### src/rtl/sliding_window_median_assert.svh
// Assertion macros for the sliding window median block.
// Needs clk and rst in the scope where they are used.
`ifndef SLIDING_WINDOW_MEDIAN_ASSERT_SVH
`define SLIDING_WINDOW_MEDIAN_ASSERT_SVH

`ifndef SYNTHESIS
// same-cycle implication
`define SWM_ASSERT_IMP(lbl, ante, cons, msg) \
  lbl: assert property (@(posedge clk) disable iff (rst) (ante) |-> (cons)) \
    else $error(msg);
// next-cycle implication
`define SWM_ASSERT_NXT(lbl, ante, cons, msg) \
  lbl: assert property (@(posedge clk) disable iff (rst) (ante) |=> (cons)) \
    else $error(msg);
`else
`define SWM_ASSERT_IMP(lbl, ante, cons, msg)
`define SWM_ASSERT_NXT(lbl, ante, cons, msg)
`endif

`endif

### src/rtl/swm_pkg.sv
// Shared types and constants for the sliding window median block.
// No dependencies.
package swm_pkg;

  localparam int WS_BITS  = 7;   // window_size register width
  localparam int IN_BITS  = 32;  // sample port width
  localparam int OUT_BITS = 33;  // median_twice port width

  localparam logic [WS_BITS-1:0] WS_RESET = 7'd3;

  typedef enum logic [1:0] {
    ST_IDLE,
    ST_SORT,
    ST_TAP,
    ST_EMIT
  } swm_state_t;

  // flags one cell hands to its neighbors
  typedef struct packed {
    logic ge_old;  // cell sits at or after the leaving sample
    logic le_s;    // cell value <= new sample
    logic below;   // after removal, this slot stays ahead of the new sample
  } swm_flags_t;

endpackage

### src/rtl/swm_cell.sv
// One slot of the sorted row: holds a value and rebuilds it from neighbors.
// Depends on swm_pkg.
module swm_cell #(
  parameter int INDEX = 0,
  parameter int KW    = 7,
  parameter int SB    = 32
) (
  input  logic                  clk,
  input  logic                  upd,
  input  logic signed [SB-1:0]  s,
  input  logic signed [SB-1:0]  old,
  input  logic                  full,
  input  logic [KW-1:0]         limit,
  input  logic [KW-1:0]         lo_idx,
  input  logic [KW-1:0]         hi_idx,
  input  logic signed [SB-1:0]  prev_val,
  input  swm_pkg::swm_flags_t   prev_flags,
  input  logic signed [SB-1:0]  next_val,
  input  swm_pkg::swm_flags_t   next_flags,
  output logic signed [SB-1:0]  val,
  output swm_pkg::swm_flags_t   flags,
  output logic [SB-1:0]         lo_term,
  output logic [SB-1:0]         hi_term
);
  import swm_pkg::*;

  logic                 ge_old;
  logic                 le_s;
  logic                 below;
  logic signed [SB-1:0] b_here;
  logic signed [SB-1:0] b_prev;
  logic signed [SB-1:0] val_next;

  always_comb begin
    ge_old = full && (val >= old);
    le_s   = (val <= s);
    below  = (KW'(INDEX) < limit) && (ge_old ? next_flags.le_s : le_s);
    // row after removal of the leaving sample, seen at this slot and the one before
    b_here = ge_old ? next_val : val;
    b_prev = prev_flags.ge_old ? val : prev_val;
    if (below) begin
      val_next = b_here;
    end else if (prev_flags.below) begin
      val_next = s;
    end else begin
      val_next = b_prev;
    end
  end

  assign flags   = '{ge_old: ge_old, le_s: le_s, below: below};
  assign lo_term = (KW'(INDEX) == lo_idx) ? val : '0;
  assign hi_term = (KW'(INDEX) == hi_idx) ? val : '0;

  always_ff @(posedge clk) begin
    if (upd) begin
      val <= val_next;
    end
  end

endmodule

### config.mk
export PLATFORM = sky130hd
export DESIGN_NAME = swm_cell
export DESIGN_NICKNAME = d
export VERILOG_FILES = /design/src/rtl/sliding_window_median_assert.svh /design/src/rtl/swm_pkg.sv /design/src/rtl/swm_cell.sv
export SDC_FILE = /design/constraint.sdc
export NUM_CORES = 1
export LEC_CHECK = 0
export BUFFER_PORTS_ARGS = -buffer_cell sky130_fd_sc_hd__buf_2
export CORE_AREA = 3 3 98 100
export CTS_CLUSTER_SIZE = 24
export DETAILED_ROUTE_END_ITERATION = 8
export DIE_AREA = 0 0 101 103
export PLACE_DENSITY = 0.81
export SLEW_MARGIN = 15
export SYNTH_ARGS = -nofsm -noshare
export SYNTH_HDL_FRONTEND = slang
export SYNTH_SLANG_ARGS = --single-unit
### constraint.sdc
create_clock -name clk -period 6.9 [get_ports clk]
set_clock_uncertainty 0.05 [all_clocks]
set_input_delay 1.38 -clock clk [delete_from_list [all_inputs] [get_ports clk]]
set_output_delay 1.38 -clock clk [all_outputs]
set_load 0.01 [all_outputs]
==> metrics.txt <==
worst-case headroom to the max-slew limit=42.8%; setup TNS=0 ns; first-pass GRT wire length=18.7 mm; DIE HEIGHT=103 um; Max-cap violations=0; Design Area, Final=5310 um2; Setup crit start=old[0]; Hold Crit Class=input pin to flip-flop; hold buffer count at cts=0; CTS Buf Count=5; reg-to-reg critical path endpoint=val[5]; Final Power=0.827 mW; Ys Warns=0; Synth Cell Area=3900 um2; critical path required time=5.47 ns; Finish-stage setup viols=0; Die ar.=10400 um2; flop-to-flop setup slack=3.35 ns; Post-synth top flop=edfxtp_1; post_cts resized=0; # rows=34; RSZ-0062 raised after global routing=false; count of cell types in the netlist=37; final non-filler cell total=772; post-DR wirelength/cell=16.6 um; Tcrit/Tclk final=72.5%; Largest regs=val: 32 flops; most frequent cells in the layout=buf_2 (253), inv_1 (67), and2_1 (64), ha_1 (64), mux2_2 (60); CTS Sinks=32; Starting DRT DRC Count=49; run status=complete, no violations; layout cells sized above 1=49.4%; Hold Worst Slack=1.34 ns; Vias/cell=5.14; r2r startpoint=val[0]; Vias=3965; R2R depth=10; Cells after DPL=767; GRT overflow=0; Inserted Diodes=0; DP Worst Slack=1.88 ns; Least-Margin Pin Slew=0.858 ns; CP endpoint=flags[0]; post-DP HPWL=10.7 mm; Final WS setup=1.89 ns; worst-skew pair later-pin latency=0.27 ns; # IOs=257; Post-CTS Setup Repair Bufs=0; gpl congestion=0.834; fmax=200 MHz; Initial Utilization=44.5%; overall routing resource usage=22.7%; Largest Register=val; initial antenna violation count=0; max-slew violations=0; Die Span X=101 um; post-synthesis sequential area ratio=24.6%; EDFF count, synth=32; first-pass iteration count of the detailed router=4; Max FO, Critical Path=2; Final ANT Viol Nets=0; NumNets Final=888; maximum vdd ir drop=0.0811 mV; Setup CP Type=input pin to output pin; Final Util=60.6%; crit path time final=5.01 ns; Synthesized Nets=641; Pleak=2.97 nW; PortBufs=253; htree depth=2; leading cell type in the layout, fill and taps excluded=buf_2; post-synthesis area per instance=9.31 um2; Pwr Density=156 nW/um2; Post-Route WL=12.8 mm; Worst Path Arrival=3.58 ns; endpoint class of the critical path=output pin; placed cell areas=5240 um2; drc violations=0; Area growth, synth to finish=36.2%; CTS Root Cell=clkbuf_8; largest net degree at the start of global routing=34; asr flop ratio synth=0%; Final Hold Fails=0; Clock transition at path regs=0.07 ns; CTS tree=done; number of global-route vias before repair=3959; synthesized flop and latch total=32; max reg flops=32; clock buffer depth=2; Syn Inst Count=419; crit path launch type=input pin; Core Area=8760 um2
## cell usage after synthesis (2+ instances only)
master     n  area share (%)
or4_1      2            0.38
mux2_2    60              17
nor4_1     4            0.64
a21o_1     5            0.96
nand3_1    7            0.90
and2_1    64              10
o311a_1    2            0.51
buf_4      3            0.58
nor2_1     5            0.48
edfxtp_1  32              25
inv_1     67             6.4
nand2_1   19             1.8
nand4_1    8             1.3
nor3_1     3            0.38
o2111a_1   2            0.58
buf_6      3            0.87
a211oi_1   2            0.38
nand2b_1   2            0.32
o21ai_0    7            0.90
a21oi_1   26             3.3
ha_1      64              21
mux2_1     4             1.2
nor2b_1    2            0.32
clkbuf_1  10            0.96
and4_1     4            0.90
## worst min-delay path by stage
stage                 start       to  slack [ns]  cells past startpoint
2_1_floorplan       val[31]   val[0]        1.28                      6
3_3_place_gp        val[31]  val[21]        1.60                      7
3_5_place_dp   next_val[21]  val[21]        1.62                      2
4_1_cts        next_val[30]  val[30]        1.33                      2
5_1_grt        next_val[30]  val[30]        1.32                      2
6_report       next_val[21]  val[21]        1.34                      2
## per-layer routing
metal  routed length [um]  share of wire [%]  track usage, %
met3                  735                5.7            3.79
met2                 6810                 53            43.0
met5                    0                  0               0
met1                 5100                 40            26.8
met4                  165                1.3            5.32
## cells by family (layout without fill, tap and decap cells)
| kind of cell | after synthesis | after routing | synth area share, % |
|---|---|---|---|
| AO/OA/AOI/OAI | 54 | 54 | 9.37 |
| buffers and inverters | 83 | 328 | 8.85 |
| adder cells (fa/ha/maj) | 64 | 64 | 20.5 |
| flip-flops | 32 | 32 | 24.6 |
| multiplexers | 64 | 64 | 18.5 |
| AND/OR/NAND/NOR | 122 | 122 | 18.1 |
## worst max-delay path, stage by stage
cell and delay, ns:
buf_2 0.10, ha_1 0.27, nand2b_1 0.18, a2111o_1 0.44, a221oi_2 0.24, a21oi_1 0.15, o311a_1 0.42, a31oi_4 0.18
inv_1 0.07, buf_2 0.14
## final cells by class
cell class / count / area [um2]
fillers: 758 / 3450
multi-input cells: 304 / 2610
repair buffers: 256 / 1290
flip-flops and latches: 32 / 961
inverters: 67 / 251
well taps: 108 / 135
clock buffers: 5 / 68.8
## power by group
part | total [mW] | switching (mW) | internal [mW]
combinational | 0.387 | 0.195 | 0.192
clock | 0.134 | 0.0687 | 0.0651
sequential | 0.307 | 0.0422 | 0.265
(Power assumes the default switching activity.)
